File: config.mk
export PLATFORM = sky130hd
export DESIGN_NAME = invite_server_transaction_fsm_core
export DESIGN_NICKNAME = d
export VERILOG_FILES = /design/src/rtl/ist_pkg.sv /design/src/rtl/invite_server_transaction_fsm_core.sv
export SDC_FILE = /design/constraint.sdc
export NUM_CORES = 1
export LEC_CHECK = 0
export ABC_AREA = 0
export BUFFER_PORTS_ARGS = -buffer_cell sky130_fd_sc_hd__buf_4
export CORE_UTILIZATION = 45
export CTS_CLUSTER_SIZE = 40
export DETAILED_ROUTE_END_ITERATION = 8
export GPL_TIMING_DRIVEN = 0
export HOLD_SLACK_MARGIN = 0.05
export PLACE_DENSITY_LB_ADDON = 0.12
export SLEW_MARGIN = 20
export SYNTH_ARGS = -nofsm -noshare
export SYNTH_HDL_FRONTEND = slang
export SYNTH_SLANG_ARGS = --single-unit
File: constraint.sdc
create_clock -name clock -period 3.3 [get_ports clock]
set_input_delay 0.66 -clock clock [delete_from_list [all_inputs] [get_ports clock]]
set_output_delay 0.66 -clock clock [all_outputs]
set_load 0.03 [all_outputs]
File: src/rtl/ist_pkg.sv
// Package for the INVITE server transaction controller: phase, command,
// timer and result codes, and the packed result word.
// No dependencies.
package ist_pkg;

   // Event commands carried on the request side.
   localparam logic [2:0] CMD_PEER_REQUEST  = 3'd0;
   localparam logic [2:0] CMD_PEER_ACK      = 3'd1;
   localparam logic [2:0] CMD_PEER_RESPONSE = 3'd2;
   localparam logic [2:0] CMD_TU_RESPONSE   = 3'd3;
   localparam logic [2:0] CMD_TIMER_EXPIRED = 3'd4;
   localparam logic [2:0] CMD_XMIT_FAILED   = 3'd5;

   // Timer identifiers for an expiry event.
   localparam logic [1:0] TMR_RETX    = 2'd0;
   localparam logic [1:0] TMR_FINAL   = 2'd1;
   localparam logic [1:0] TMR_CONFIRM = 2'd2;

   // Bits of the stop mask.
   localparam int STOP_G = 0;
   localparam int STOP_H = 1;
   localparam int STOP_I = 2;

   localparam logic [1:0] SEND_NONE    = 2'd0;
   localparam logic [1:0] SEND_TRYING  = 2'd1;
   localparam logic [1:0] SEND_STORED  = 2'd2;

   localparam logic [1:0] NOTIFY_NONE    = 2'd0;
   localparam logic [1:0] NOTIFY_REQUEST = 2'd1;
   localparam logic [1:0] NOTIFY_TIMEOUT = 2'd2;
   localparam logic [1:0] NOTIFY_XMIT    = 2'd3;

   localparam logic [1:0] STAT_OK         = 2'd0;
   localparam logic [1:0] STAT_IGNORED    = 2'd1;
   localparam logic [1:0] STAT_TERMINATED = 2'd2;

   // Configuration register indexes.
   localparam logic [1:0] CSR_UNRELIABLE = 2'd0;
   localparam logic [1:0] CSR_RETX_INIT  = 2'd1;
   localparam logic [1:0] CSR_RETX_CAP   = 2'd2;

   localparam logic [15:0] RETX_INIT_RESET = 16'd500;
   localparam logic [15:0] RETX_CAP_RESET  = 16'd4000;

   typedef enum logic [2:0] {
      PH_IDLE       = 3'd0,
      PH_PROCEEDING = 3'd1,
      PH_COMPLETED  = 3'd2,
      PH_CONFIRMED  = 3'd3,
      PH_TERMINATED = 3'd4
   } phase_type;

   // Result word; the last member sits in the lowest bits.
   typedef struct packed {
      logic [1:0]  status;
      logic [2:0]  phase;
      logic [2:0]  stop_timers;
      logic        start_confirm_timer;
      logic        start_final_timer;
      logic [15:0] retx_duration;
      logic        start_retx_timer;
      logic [1:0]  notify_tu;
      logic [1:0]  send_kind;
   } result_type;

endpackage

File: src/rtl/invite_server_transaction_fsm_core.sv
// Top level of the INVITE server transaction controller: event decode,
// transaction state and a two-word result buffer.
// Depends on ist_pkg.
//
//   Channel  Direction  Handshake              Payload
//   req_     in         req_tvalid/req_tready  tuser: command; tdata: code, timer, failure
//   rsp_     out        rsp_tvalid/rsp_tready  tdata: one action word per event
//   csr_     in         csr_valid/csr_ready    csr_index, csr_data
//
// One event is accepted per cycle when req_tready is high; its action word is registered.
// The decision is a single combinational pass from the phase and timer flags.
// A result plus one skid word are held when rsp_tready is low; req_tready
// drops only when both are full. Configuration writes are always ready.
// Reset is synchronous and returns the transaction to idle with defaults.
module invite_server_transaction_fsm_core
   import ist_pkg::*;
(
   input  logic        clock,
   input  logic        reset,
   input  logic        req_tvalid,
   output logic        req_tready,
   input  logic [2:0]  req_tuser,   // [2:0] command
   input  logic [15:0] req_tdata,   // [9:0] response_code, [11:10] timer_kind,
                                    // [12] send_failed, [15:13] zero
   output logic        rsp_tvalid,
   input  logic        rsp_tready,
   output logic [31:0] rsp_tdata,   // [1:0] send_kind, [3:2] notify_tu,
                                    // [4] start_retx_timer, [20:5] retx_duration,
                                    // [21] start_final_timer, [22] start_confirm_timer,
                                    // [25:23] stop_timers, [28:26] phase,
                                    // [30:29] status, [31] zero
   input  logic        csr_valid,
   output logic        csr_ready,
   input  logic [1:0]  csr_index,
   input  logic [15:0] csr_data
);

   logic        unreliable_ff;
   logic [15:0] retx_init_ff;
   logic [15:0] retx_cap_ff;

   phase_type   phase_ff, phase_in;
   logic [15:0] interval_ff, interval_in;
   logic        g_run_ff, g_run_in;
   logic        h_run_ff, h_run_in;
   logic        i_run_ff, i_run_in;

   result_type  out_ff, out_in;
   result_type  skid_ff;
   logic        out_valid_ff, out_valid_in;
   logic        skid_valid_ff;

   logic        req_fire;
   logic        rsp_fire;
   result_type  res;

   logic [2:0]  cmd;
   logic [9:0]  code;
   logic [1:0]  tkind;
   logic        failed;
   logic [15:0] cap;
   logic [16:0] doubled;
   logic [15:0] next_interval;

   assign cmd    = req_tuser;
   assign code   = req_tdata[9:0];
   assign tkind  = req_tdata[11:10];
   assign failed = req_tdata[12];

   assign req_fire  = req_tvalid && req_tready;
   assign rsp_fire  = rsp_tvalid && rsp_tready;
   assign req_tready = !skid_valid_ff;
   assign csr_ready  = 1'b1;
   assign rsp_tvalid = out_valid_ff;
   assign rsp_tdata  = {1'b0, out_ff};

   // Configuration registers.
   always_ff @(posedge clock) begin
      if (reset) begin
         unreliable_ff <= 1'b1;
         retx_init_ff  <= RETX_INIT_RESET;
         retx_cap_ff   <= RETX_CAP_RESET;
      end else if (csr_valid && csr_ready) begin
         case (csr_index)
            CSR_UNRELIABLE: unreliable_ff <= csr_data[0];
            CSR_RETX_INIT:  retx_init_ff  <= csr_data;
            CSR_RETX_CAP:   retx_cap_ff   <= csr_data;
            default: ;
         endcase
      end
   end

   // Doubled retransmit interval, limited by the cap and never zero.
   always_comb begin
      cap     = (retx_cap_ff == '0) ? 16'd1 : retx_cap_ff;
      doubled = {interval_ff, 1'b0};
      if (doubled > {1'b0, cap}) begin
         next_interval = cap;
      end else begin
         next_interval = doubled[15:0];
      end
      if (next_interval == '0) begin
         next_interval = 16'd1;
      end
   end

   // Event decode and next transaction state.
   always_comb begin
      res         = '0;
      phase_in    = phase_ff;
      interval_in = interval_ff;
      g_run_in    = g_run_ff;
      h_run_in    = h_run_ff;
      i_run_in    = i_run_ff;

      case (phase_ff)
         PH_IDLE: begin
            if (cmd == CMD_PEER_REQUEST) begin
               interval_in   = (retx_init_ff == '0) ? 16'd1 : retx_init_ff;
               phase_in      = PH_PROCEEDING;
               res.send_kind = SEND_TRYING;
               res.notify_tu = NOTIFY_REQUEST;
            end else begin
               res.status = STAT_IGNORED;
            end
         end
         PH_PROCEEDING: begin
            if (cmd == CMD_PEER_REQUEST) begin
               res.send_kind = SEND_STORED;
            end else if (cmd == CMD_TU_RESPONSE) begin
               res.send_kind = SEND_STORED;
               if (code inside {[10'd100:10'd199]}) begin
                  // Provisional response: the phase is kept.
               end else if (code inside {[10'd200:10'd299]}) begin
                  res.stop_timers = {i_run_ff, h_run_ff, g_run_ff};
                  g_run_in = 1'b0;
                  h_run_in = 1'b0;
                  i_run_in = 1'b0;
                  phase_in = PH_TERMINATED;
               end else begin
                  res.start_final_timer = 1'b1;
                  h_run_in = 1'b1;
                  if (unreliable_ff) begin
                     res.start_retx_timer = 1'b1;
                     res.retx_duration = (interval_ff == '0) ? 16'd1 : interval_ff;
                     g_run_in = 1'b1;
                  end
                  phase_in = PH_COMPLETED;
               end
            end else if (cmd == CMD_XMIT_FAILED) begin
               res.notify_tu   = NOTIFY_XMIT;
               res.stop_timers = {i_run_ff, h_run_ff, g_run_ff};
               g_run_in = 1'b0;
               h_run_in = 1'b0;
               i_run_in = 1'b0;
               phase_in = PH_TERMINATED;
            end else begin
               res.status = STAT_IGNORED;
            end
         end
         PH_COMPLETED: begin
            if (cmd == CMD_PEER_REQUEST) begin
               res.send_kind = SEND_STORED;
            end else if (cmd == CMD_PEER_ACK) begin
               res.stop_timers = {1'b0, h_run_ff, g_run_ff};
               g_run_in = 1'b0;
               h_run_in = 1'b0;
               if (unreliable_ff) begin
                  res.start_confirm_timer = 1'b1;
                  i_run_in = 1'b1;
                  phase_in = PH_CONFIRMED;
               end else begin
                  res.stop_timers[STOP_I] = i_run_ff;
                  i_run_in = 1'b0;
                  phase_in = PH_TERMINATED;
               end
            end else if (cmd == CMD_TIMER_EXPIRED && tkind == TMR_RETX && g_run_ff) begin
               g_run_in = 1'b0;
               if (failed) begin
                  res.notify_tu   = NOTIFY_XMIT;
                  res.stop_timers = {i_run_ff, h_run_ff, 1'b0};
                  h_run_in = 1'b0;
                  i_run_in = 1'b0;
                  phase_in = PH_TERMINATED;
               end else begin
                  res.send_kind = SEND_STORED;
                  if (unreliable_ff) begin
                     interval_in          = next_interval;
                     res.start_retx_timer = 1'b1;
                     res.retx_duration    = next_interval;
                     g_run_in             = 1'b1;
                  end
               end
            end else if (cmd == CMD_TIMER_EXPIRED && tkind == TMR_FINAL && h_run_ff) begin
               res.notify_tu   = NOTIFY_TIMEOUT;
               res.stop_timers = {i_run_ff, 1'b0, g_run_ff};
               g_run_in = 1'b0;
               h_run_in = 1'b0;
               i_run_in = 1'b0;
               phase_in = PH_TERMINATED;
            end else if (cmd == CMD_XMIT_FAILED) begin
               res.notify_tu   = NOTIFY_XMIT;
               res.stop_timers = {i_run_ff, h_run_ff, g_run_ff};
               g_run_in = 1'b0;
               h_run_in = 1'b0;
               i_run_in = 1'b0;
               phase_in = PH_TERMINATED;
            end else begin
               res.status = STAT_IGNORED;
            end
         end
         PH_CONFIRMED: begin
            if (cmd == CMD_TIMER_EXPIRED && tkind == TMR_CONFIRM && i_run_ff) begin
               res.stop_timers = {1'b0, h_run_ff, g_run_ff};
               g_run_in = 1'b0;
               h_run_in = 1'b0;
               i_run_in = 1'b0;
               phase_in = PH_TERMINATED;
            end else begin
               res.status = STAT_IGNORED;
            end
         end
         default: begin
            phase_in   = PH_TERMINATED;
            res.status = STAT_TERMINATED;
         end
      endcase

      res.phase = phase_in;
   end

   // Transaction state advances only on an accepted event.
   always_ff @(posedge clock) begin
      if (reset) begin
         phase_ff    <= PH_IDLE;
         interval_ff <= '0;
         g_run_ff    <= 1'b0;
         h_run_ff    <= 1'b0;
         i_run_ff    <= 1'b0;
      end else if (req_fire) begin
         phase_ff    <= phase_in;
         interval_ff <= interval_in;
         g_run_ff    <= g_run_in;
         h_run_ff    <= h_run_in;
         i_run_ff    <= i_run_in;
      end
   end

   // Output word and skid word. The skid word fills only while the output
   // word is stalled, and it drains into the output word first.
   always_comb begin
      out_in       = out_ff;
      out_valid_in = out_valid_ff;
      if (!out_valid_ff || rsp_fire) begin
         out_valid_in = skid_valid_ff || req_fire;
         out_in       = skid_valid_ff ? skid_ff : res;
      end
   end

   always_ff @(posedge clock) begin
      if (reset) begin
         out_valid_ff  <= 1'b0;
         skid_valid_ff <= 1'b0;
      end else begin
         out_valid_ff <= out_valid_in;
         if (!out_valid_ff || rsp_fire) begin
            skid_valid_ff <= 1'b0;
         end else if (req_fire) begin
            skid_valid_ff <= 1'b1;
         end
      end
   end

   always_ff @(posedge clock) begin
      out_ff <= out_in;
      if (out_valid_ff && !rsp_fire && req_fire) begin
         skid_ff <= res;
      end
   end

   // Timer G only runs while the final response is being retransmitted.
   assert property (@(posedge clock) disable iff (reset)
      g_run_ff |-> phase_ff == PH_COMPLETED)
      else $error("retransmit timer running outside the completed phase");

   // Timer I only runs in the confirmed phase.
   assert property (@(posedge clock) disable iff (reset)
      i_run_ff |-> phase_ff == PH_CONFIRMED)
      else $error("confirm timer running outside the confirmed phase");

   // Terminated holds until reset.
   assert property (@(posedge clock) disable iff (reset)
      phase_ff == PH_TERMINATED |=> phase_ff == PH_TERMINATED)
      else $error("transaction left the terminated phase");

   // The skid word is only occupied behind a stalled output word.
   assert property (@(posedge clock) disable iff (reset)
      skid_valid_ff |-> out_valid_ff && $past(out_valid_ff && !rsp_tready))
      else $error("skid word filled without a stalled output word");

   // A retransmit start always carries a nonzero duration, and none otherwise.
   assert property (@(posedge clock) disable iff (reset)
      out_valid_ff |-> (out_ff.start_retx_timer == (out_ff.retx_duration != '0)))
      else $error("retransmit duration does not match the timer start");

endmodule

Word level (Yosys, flattened, before mapping)
Index checks and enable logic that the tools add are counted.
Word-level totals
  flip-flop bits (word level): 119
  bits of input ports: 42
  output and inout port bits: 35
  word-level logic and storage cells: 202
Operators by class
  order comparisons: 5
  equal/unequal tests: 23
  muxes and demuxes: 111
  reductions and logical operators: 35
Operator list (number)
  two-way mux 16 bit: 11
  two-way mux 3 bit: 23
  two-way mux 17 bit: 4
  logical NOT 16 bit: 4
  two-way mux 18 bit: 3
  two-way mux 1 bit: 41
  one-hot mux 17 bit (2 select lines): 1
  one-hot mux 16 bit (2 select lines): 1
  two-way mux 31 bit: 1
  two-way mux 2 bit: 15
  two-way mux 21 bit: 1
  two-way mux 20 bit: 1
  two-way mux 19 bit: 1
  greater-than comparator 17 x 16 -> 1 bit: 1
  != test 2 bit (second input constant): 8
  AND reduction 8 bit: 2
  AND reduction 7 bit: 2
  logical AND 1 bit: 12
  one-hot mux 3 bit (4 select lines): 1
  one-hot mux 4 bit (3 select lines): 1
  >= comparator 10 x 7 -> 1 bit (second input constant): 1
  >= comparator 10 x 8 -> 1 bit (second input constant): 1
  less-or-equal comparator 10 x 8 -> 1 bit (second input constant): 1
  less-or-equal comparator 10 x 9 -> 1 bit (second input constant): 1
  other kinds (19): 36

Depth between registers and ports, before layout
Gate-level depths: netlist of the first run.
  depth in word-level cells: 13
  depth in mapped cells: 9
  gate-level depth less buffers: 8

Worst setup path before layout of the first run
OpenSTA, ideal clock, no wires.
  path kind: input to register
  from: input rsp_tready
  to: register skid_ff[0] in the netlist's numbering, enable pin
  library setup time: 419 ps
  arrival: 2910 ps
  required time: 2881 ps
  slack: -29 ps
  stages: 2
  buffers on the path: 0
  path through: nand2b_1 nor2_1
Between the ends
  word-level cells in the longest chain between the ends: 4
Ends and longest elaborated chain
  start: declaration: line invite_server_transaction_fsm_core.sv:26  | input logic rsp_tready,
  logical AND 1 bit: line invite_server_transaction_fsm_core.sv:71  | assign rsp_fire = rsp_tvalid && rsp_tready;
  logical NOT 1 bit: line invite_server_transaction_fsm_core.sv:276  | if (out_valid_ff && !rsp_fire && req_fire) begin
  logical AND 1 bit (2 in a row): line invite_server_transaction_fsm_core.sv:276
  end signal: assignment: line invite_server_transaction_fsm_core.sv:277  | skid_ff <= res;
  end: declaration: line invite_server_transaction_fsm_core.sv:49  | result_type skid_ff;
Every way passes these cells.
A chain may end at the register's enable or synchronous reset.

Worst setup path after layout of the first run
  from: register retx_cap_ff[14]
  to: register out_ff, in the netlist rsp_tdata[15] (data pin)
Between the ends
  word-level cells in the longest chain between the ends: 13
Ends and longest elaborated chain
  start: declaration: line invite_server_transaction_fsm_core.sv:40  | logic [15:0] retx_cap_ff;
  start signal: assignment: line invite_server_transaction_fsm_core.sv:87  | CSR_RETX_CAP: retx_cap_ff <= csr_data;
  logical NOT 16 bit: line invite_server_transaction_fsm_core.sv:95  | cap = (retx_cap_ff == '0) ? 16'd1 : retx_cap_ff;
  two-way mux 16 bit *: line invite_server_transaction_fsm_core.sv:95
  greater-than comparator 17 x 16 -> 1 bit: line invite_server_transaction_fsm_core.sv:97  | if (doubled > {1'b0, cap}) begin
  two-way mux 16 bit *: line invite_server_transaction_fsm_core.sv:97
  logical NOT 16 bit: line invite_server_transaction_fsm_core.sv:102  | if (next_interval == '0) begin
  two-way mux 16 bit *: line invite_server_transaction_fsm_core.sv:102
  two-way mux 17 bit *: line invite_server_transaction_fsm_core.sv:187  | if (unreliable_ff) begin
  two-way mux 17 bit *: line invite_server_transaction_fsm_core.sv:179  | if (failed) begin
  two-way mux 17 bit *: line invite_server_transaction_fsm_core.sv:177  | end else if (cmd == CMD_TIMER_EXPIRED && tkind == TMR_RETX && g_run_ff) begin
  two-way mux 21 bit *: line invite_server_transaction_fsm_core.sv:164  | end else if (cmd == CMD_PEER_ACK) begin
  two-way mux 19 bit *: line invite_server_transaction_fsm_core.sv:162  | if (cmd == CMD_PEER_REQUEST) begin
  one-hot mux 17 bit (2 select lines) *: line invite_server_transaction_fsm_core.sv:116  | case (phase_ff)
  two-way mux 31 bit *: line invite_server_transaction_fsm_core.sv:256  | out_in = skid_valid_ff ? skid_ff : res;
  end signal: assignment: line invite_server_transaction_fsm_core.sv:275  | out_ff <= out_in;
  end: declaration: line invite_server_transaction_fsm_core.sv:48  | result_type out_ff, out_in;
Every way passes the cells marked *; elsewhere a longest branch is shown, timed or not.

==> run summary, run 1 <==
The flow ran to the end, and the final reports show no timing, DRC or antenna violations. The total routed wirelength came out at 16.4 mm. The first-pass detailed-route iteration total is 8. The number of antenna violations at the first check in global routing came to 0. The post-layout net count came out at 787. Across every metal layer, demand over resource in global routing totals 0.249. The type of the most critical hold path is input pin to register.

The share of synthesized flip-flops with an asynchronous set or reset came out at 0. The count of cells resized by post-cts repair is 0. The reported leakage power is 2.74 nW. The largest fanout on the critical path came out at 10. The worst slack at placement is 0.239 ns. The post-synth net total came out at 699. The area inside the core boundary is 12,900 um2. The number of sinks on the clock net is 119. The post-route fraction of the period consumed by the critical path came out at 0.922. The iteration-0 DRC count of the detailed router came out at 537. The headroom to the max-slew limit is 0.471. The area of the die is 13,900 um2. The initial utilization of the core area, before any placement, comes to 0.469. The worst clock skew is 0.00771 ns. The average instance in the mapped netlist occupies 9.41 um2. The fraction of synthesized cell area taken by the top area cell type is 0.308. The via count of the first global-routing pass came out at 4,985. The height of the die is 118 um. The area taken by multi-input logic gates is 2770 um2. The total of buffers placed on input and output ports is 68. Yosys attributes the largest share of cell area to sky130_fd_sc_hd__edfxtp_1, sky130_fd_sc_hd__dfxtp_1, sky130_fd_sc_hd__nand2_1.

For the pin with the worst max-slew slack, the measured transition is 0.794 ns. The total setup violations reported at the end of the flow came out at 0. The die outline width is 118 um. The areal power density over the cells came out at 514 nW/um2.

The final design utilization came out at 0.574. Synthesis produced 642 cells. The worst-case IR drop observed on VDD is 0.333 mV. The type of the worst setup path is register to register. The routed length per instance came out at 17.9 um. The number of vias per cell after detailed routing came out at 5.83. The count of boundary I/O pins is 77. The synthesis-to-finish area growth came out at 22.4%.

The wire length of the first global-routing pass came out at 26.7 mm. The remaining routing DRC violations is 0. Hold repair after CTS inserted 0 buffers. The number of buffers created by CTS is 17. The via count came out at 5,332. The layout has 1,148 filler cells. For this run, the register share of the synthesized area comes to 0.497. The HPWL after detailed placement is 12.3 mm. By count the netlist is led by sky130_fd_sc_hd__nand2_1, sky130_fd_sc_hd__edfxtp_1, sky130_fd_sc_hd__dfxtp_1, sky130_fd_sc_hd__a21oi_1, sky130_fd_sc_hd__o21ai_1. The number of buffers inserted to repair setup after CTS came out at 0. The number of maximum-capacitance violations came out at 0. The number of library cell types mapped by synthesis came out at 66.

The global-route congestion overflow total came out at 0. The fraction of layout cells with a size suffix above 1 came out at 0.167. The most used flip-flop cell after synthesis is sky130_fd_sc_hd__edfxtp_1. The data arrival time of the worst path came out at 3.19 ns. The maximum operating frequency is 329 MHz. The Yosys step of the flow raised 0 warnings. The latest clock arrival within the worst-skew pair is 0.42 ns. The maximum level of the CTS H-tree is 4. STA classifies the critical path endpoint as a register. The sequential cell area came out at 3000 um2. The floorplan has 41 rows.

The number of routed nets with antenna violations came out at 0. The number of antenna diodes is 0. The critical path launch point type is a register.

Setup slack on the critical path of the routed design comes to 0.259 ns. The congestion estimate from routability-driven global placement came to 0.892. Summed over all failing endpoints, the final setup total negative slack is 0 ns. The register bit count reported by yosys is 119. The post-synthesis cell area is 6040 um2. Clock tree synthesis selected as its root buffer the cell sky130_fd_sc_hd__clkbuf_16.

The worst path required time came out at 3.45 ns. The final critical delay including setup and external delays is 3.04 ns. The maximum buffer depth of the clock tree is 2. The clock tree from TritonCTS is built. The number of synthesized flops with an enable pin is 62. Setup repair after global routing left no endpoint under its margin. The maximum number of pins on one net before global-route repair is 35.

The hold violation total from the final report came to 0. sky130_fd_sc_hd__nand2_1 is the most common cell in the netlist. The clock-pin slew on the worst setup and hold paths is 0.05 ns.

Of all cell types, the one taking the most synthesized area is sky130_fd_sc_hd__edfxtp_1. The final number of max-transition violations is 0.
## state kept, by name, summed over array words and instances (netlist names)
signal	cells
h_run_ff	1
unreliable_ff	1
retx_init_ff	16
rsp_tvalid	1
skid_valid_ff	1
retx_cap_ff	16
i_run_ff	1
g_run_ff	1
phase_ff	3
skid_ff	31
interval_ff	16
rsp_tdata	31
## critical path, stage by stage (launching register included)
cell and delay [ns]:
sky130_fd_sc_hd__dfxtp_1 0.44, sky130_fd_sc_hd__inv_1 0.07, sky130_fd_sc_hd__ha_1 0.29, sky130_fd_sc_hd__nand4b_1 0.17
sky130_fd_sc_hd__nor3_1 0.24, sky130_fd_sc_hd__nand2_1 0.12, sky130_fd_sc_hd__a32oi_2 0.48, sky130_fd_sc_hd__buf_4 0.31
sky130_fd_sc_hd__mux2i_1 0.51, sky130_fd_sc_hd__o21ai_1 0.13
## cell type report
cell class | instances | area share
Sequential cell | 119 | 0.406
Multi-Input combinational cell | 458 | 0.375
Timing Repair Buffer | 69 | 0.0727
Clock buffer | 25 | 0.0712
Tap cell | 172 | 0.0291
Buffer | 39 | 0.0244
Inverter | 26 | 0.0132
Clock inverter | 7 | 0.00880
## placed cells by master (no fill, tap or decap), drive strengths merged, types with 4 or more instances in the layout
master	synthesis	routed
dfxtp	57	57
and3b	4	4
nand3	15	15
mux2i	15	15
nor3b	8	8
nand2b	5	5
mux2	6	6
buf	15	84
edfxtp	62	62
nor3	15	15
clkinv	0	5
a22oi	12	12
ha	15	15
a21oi	41	41
inv	26	27
nor2	31	31
nand4	8	8
o211ai	10	10
o31ai	8	8
nand2	103	103
o22ai	12	12
and2	7	7
clkbuf	24	49
a41oi	6	6
o21ai	47	47
nor4	11	11
a31oi	17	17
nor2b	16	16
or3	5	5
## worst paths after layout
| path | startpoint | endpoint | slack (ns) | cells after the start |
|---|---|---|---|---|
| max | retx_cap_ff[14]$_SDFFE_PP0P_ | rsp_tdata[15]$_DFFE_PP_ | 0.26 | 9 |
| min | csr_data[5] | retx_init_ff[5]$_SDFFE_PP1P_ | 0.47 | 3 |
| max reg2reg | retx_cap_ff[14]$_SDFFE_PP0P_ | rsp_tdata[15]$_DFFE_PP_ | 0.26 | 9 |
| min reg2reg | retx_init_ff[0]$_SDFFE_PP0P_ | retx_init_ff[0]$_SDFFE_PP0P_ | 0.47 | 2 |
## report_power, final
part	switching, W	internal [W]
Sequential	0.0000348	0.00161
Combinational	0.000215	0.000130
Clock	0.000639	0.00118
## routing by layer
metal  part of all wire  track usage  routed length [um]  up-vias
li1                   -            -                   -     2565
met1               0.47        0.365                7770     2557
met2               0.43        0.358                7070      189
met3              0.080       0.0581                1300       21
met4              0.014       0.0817                 235        0
met5                  0            0                   0        -
## cell families after synthesis
kind of cell / count (synthesis) / synth area share
and+or+nand+nor: 239 / 0.195
AOI/OAI and AO/OA: 180 / 0.192
DFF: 119 / 0.497
buffers and inverters: 65 / 0.0460
muxes: 21 / 0.0360
adders and majority gates: 15 / 0.0311
other: 2 / 0.00124
xor gates and xnor gates: 1 / 0.00145
## through the flow
stage                     hold WS [ns]  cell area, um2  std cells  total power (W)
after global placement           0.456            6770        882          0.00201
after detailed placement         0.459            6810        883          0.00202
after global routing             0.469            7400        915          0.00392
after CTS                        0.459            7400        915          0.00382
final                            0.467            7400        915          0.00380
after floorplan                  0.436            6040        642          0.00187
(Power assumes the default switching activity.)
==> inputs of run 2 (changes only) <==
- CELL_PAD_IN_SITES_DETAIL_PLACEMENT: unset -> 1
- CELL_PAD_IN_SITES_GLOBAL_PLACEMENT: unset -> 2
- CORE_UTILIZATION: 45 -> 36
- SLEW_MARGIN: 20 -> 15
- clock period: 3.3 -> 3.4 ns (I/O delays scaled with it)
==> run summary, run 2 (same netlist as run 1, synthesis figures left out) <==
The number of buffers inserted to repair setup after CTS came to 0 (unchanged). The wire length of the first global-routing pass came out at 30.5 mm (+14%). The post-route fraction of the period consumed by the critical path came out at 0.920 (-0.00195).

The number of standard-cell rows in the floorplan came out at 46 (+12%). For this design, the slowest cell found on the critical path is sky130_fd_sc_hd__mux2i_1. The number of routed nets with antenna violations is 0 (unchanged).

The number of sinks on the clock net is 119 (unchanged). The number of hold buffers added after cts is 0 (unchanged). The slew of the pin with the lowest slew margin came out at 0.875 ns (+0.0813 ns). The areal power density over the cells was 519 nW/um2 (+0.92%). The maximum buffer depth of the clock tree came to 2 (unchanged). TritonCTS built the clock tree. The global-route usage over all layers is 0.229 (-0.0197).

The internal power summed over all cells was 0.00293 W (+0.65%). Walking the worst path, the cells encountered are inv_1, ha_1, nand4_1, nor3_1, nand2_1, a32oi_2, buf_4, mux2i_1, o21ai_1. In the layout the commonest cells are sky130_fd_sc_hd__nand2_1, sky130_fd_sc_hd__buf_4, sky130_fd_sc_hd__edfxtp_1, sky130_fd_sc_hd__dfxtp_1, sky130_fd_sc_hd__a21oi_1. The post-layout net count was 788 (+0.13%). The count of boundary I/O pins was 77 (unchanged). The maximum number of pins on one net before global-route repair is 33 (-5.7%).

The total of buffers placed on input and output ports was 68 (unchanged). The total setup violations reported at the end of the flow is 0 (unchanged). Relative to the synthesized area, the layout overhead comes to 24.4%. The total routed wirelength is 19.4 mm (+18%). The clock network fraction of total power was 0.501 (+0.024). The final-layout fill cell count came to 1,839 (+60%).

The root buffer cell chosen for the clock tree is sky130_fd_sc_hd__clkbuf_16. The global-route congestion overflow total came to 0 (unchanged). The relative contribution of sequential cells to total power came out at 0.409 (-0.023). The worst clock skew was 0.0123 ns (+0.00454 ns). The maximum VDD drop was 0.328 mV (-1.5%). The total negative slack for setup checks came to 0 ns (unchanged). The reported leakage power came out at 2.76 nW (+0.58%). The net switching share of the total power came out at 0.248 (+0.0140).

Setup repair after global routing left no endpoint under its margin. The instance count after placement with tap cells included is 928 (+5.1%). The via count came out at 5,352 (+0.38%). The maximum level of the CTS H-tree came out at 4 (unchanged).

The headroom to the max-slew limit came out at 0.417 (-0.0542). The first-pass detailed-route iteration total is 4 (-4). The iteration-0 DRC count of the detailed router is 401 (-25%).

The remaining routing DRC violations is 0 (unchanged). The worst path required time is 3.55 ns (+0.10 ns). The area of the die is 17,300 um2 (+25%). The maximum operating frequency is 320 MHz (-2.7%). The critical path launch point type is a register. The final hold slack is 0.475 ns (+0.00797 ns). The endpoint type of the worst setup path is a register.

The height of the die came out at 132 um (+12%). The number of vias per cell after detailed routing is 5.58 (-4.3%). The maximum cell stage delay along the critical path is 0.50 ns (about the same).

The tightest min-delay check is of the register to register type. The relative contribution of combinational cells to total power came to 0.090 (about the same). The fraction of layout cells with a size suffix above 1 came out at 0.171 (+0.00381). The final weighted congestion in routability-driven placement came out at 0.796 (-11%). The hold violation total from the final report is 0 (unchanged).

The area inside the core boundary came out at 16,100 um2 (+25%). The net switching power figure is 0.000966 W (+8.7%). The clock-pin slew on the worst setup and hold paths is 0.06 ns (about the same). The data arrival time of the worst path came to 3.28 ns (+0.09 ns). The routed length per instance was 20.2 um (+13%). The final cell count without fillers came out at 960 (+4.9%). The number of antenna diodes is 0 (unchanged).

The via count of the first global-routing pass is 5,341 (+7.1%). The starting density of the core came out at 0.375 (-0.0943). The number of buffers created by CTS came out at 17 (unchanged). The number of antenna violations at the first check in global routing came out at 0 (unchanged). The final HPWL from detailed placement is 14.5 mm (+18%). The die outline width came out at 132 um (+12%). The final number of max-transition violations was 0 (unchanged). Leaving out fill and tap cells, the most frequent cell in the layout is sky130_fd_sc_hd__nand2_1. The latest clock arrival within the worst-skew pair came out at 0.42 ns (about the same). The run finished with clean final reports.

The number of maximum-capacitance violations is 0 (unchanged). The count of cells resized by post-cts repair came out at 0 (unchanged). The type of the worst setup path is register to register. The largest fanout on the critical path came out at 10 (unchanged).

The final critical delay including setup and external delays came out at 3.13 ns (+0.0855 ns).
## run 2: path summary, 6_finish.rpt
path | slack, ns | endpoint | from | depth (start not counted)
min | 0.47 | retx_init_ff[0]$_SDFFE_PP0P_ | retx_init_ff[0]$_SDFFE_PP0P_ | 2
max reg2reg | 0.27 | rsp_tdata[15]$_DFFE_PP_ | retx_cap_ff[12]$_SDFFE_PP0P_ | 9
max | 0.27 | rsp_tdata[15]$_DFFE_PP_ | retx_cap_ff[12]$_SDFFE_PP0P_ | 9
min reg2reg | 0.47 | retx_init_ff[0]$_SDFFE_PP0P_ | retx_init_ff[0]$_SDFFE_PP0P_ | 2
## run 2: metrics by stage
stage	setup WS (ns)	power, W	util	cell area [um2]
after floorplan	0.0506	0.00182	-	6040
after CTS	0.314	0.00393	0.466	7510
after global routing	0.0963	0.00402	0.466	7510
final	0.273	0.00390	0.466	7510
after detailed placement	0.262	0.00197	0.426	6870
after global placement	-1.13	0.00196	0.423	6820
## run 2: metal layers
metal | track usage | vias up | part of all wire
met4 | 0.0704 | 0 | 0.0098
met1 | 0.337 | 2618 | 0.51
met5 | 0 | - | 0
li1 | - | 2566 | -
met2 | 0.340 | 154 | 0.44
met3 | 0.0378 | 14 | 0.043
## run 2: power by group through the flow
stage          Sequential [W]  Clock, W  Combinational (W)
2_1_floorplan         0.00166         0           0.000153
3_3_place_gp          0.00163         0           0.000334
3_5_place_dp          0.00163         0           0.000347
4_1_cts               0.00160   0.00198           0.000350
5_1_grt               0.00160   0.00204           0.000376
6_report              0.00160   0.00195           0.000349
## run 2: layout make-up
class	instances	area, um2	area share
Sequential cell	119	3000	0.400
Multi-Input combinational cell	458	2770	0.369
Timing Repair Buffer	70	551	0.0733
Clock buffer	17	425	0.0566
Tap cell	216	270	0.0360
Clock inverter	15	216	0.0288
Buffer	39	180	0.0240
Inverter	26	97.6	0.0130
## run 2: worst max-delay path: cells and delay by family, from the launching register on
family | cells | cell delay [ns]
AOI/OAI and AO/OA | 2 | 0.62
adders and majority gates | 1 | 0.32
buffers and inverters | 2 | 0.41
DFF | 1 | 0.46
muxes | 1 | 0.50
and+or+nand+nor | 3 | 0.54
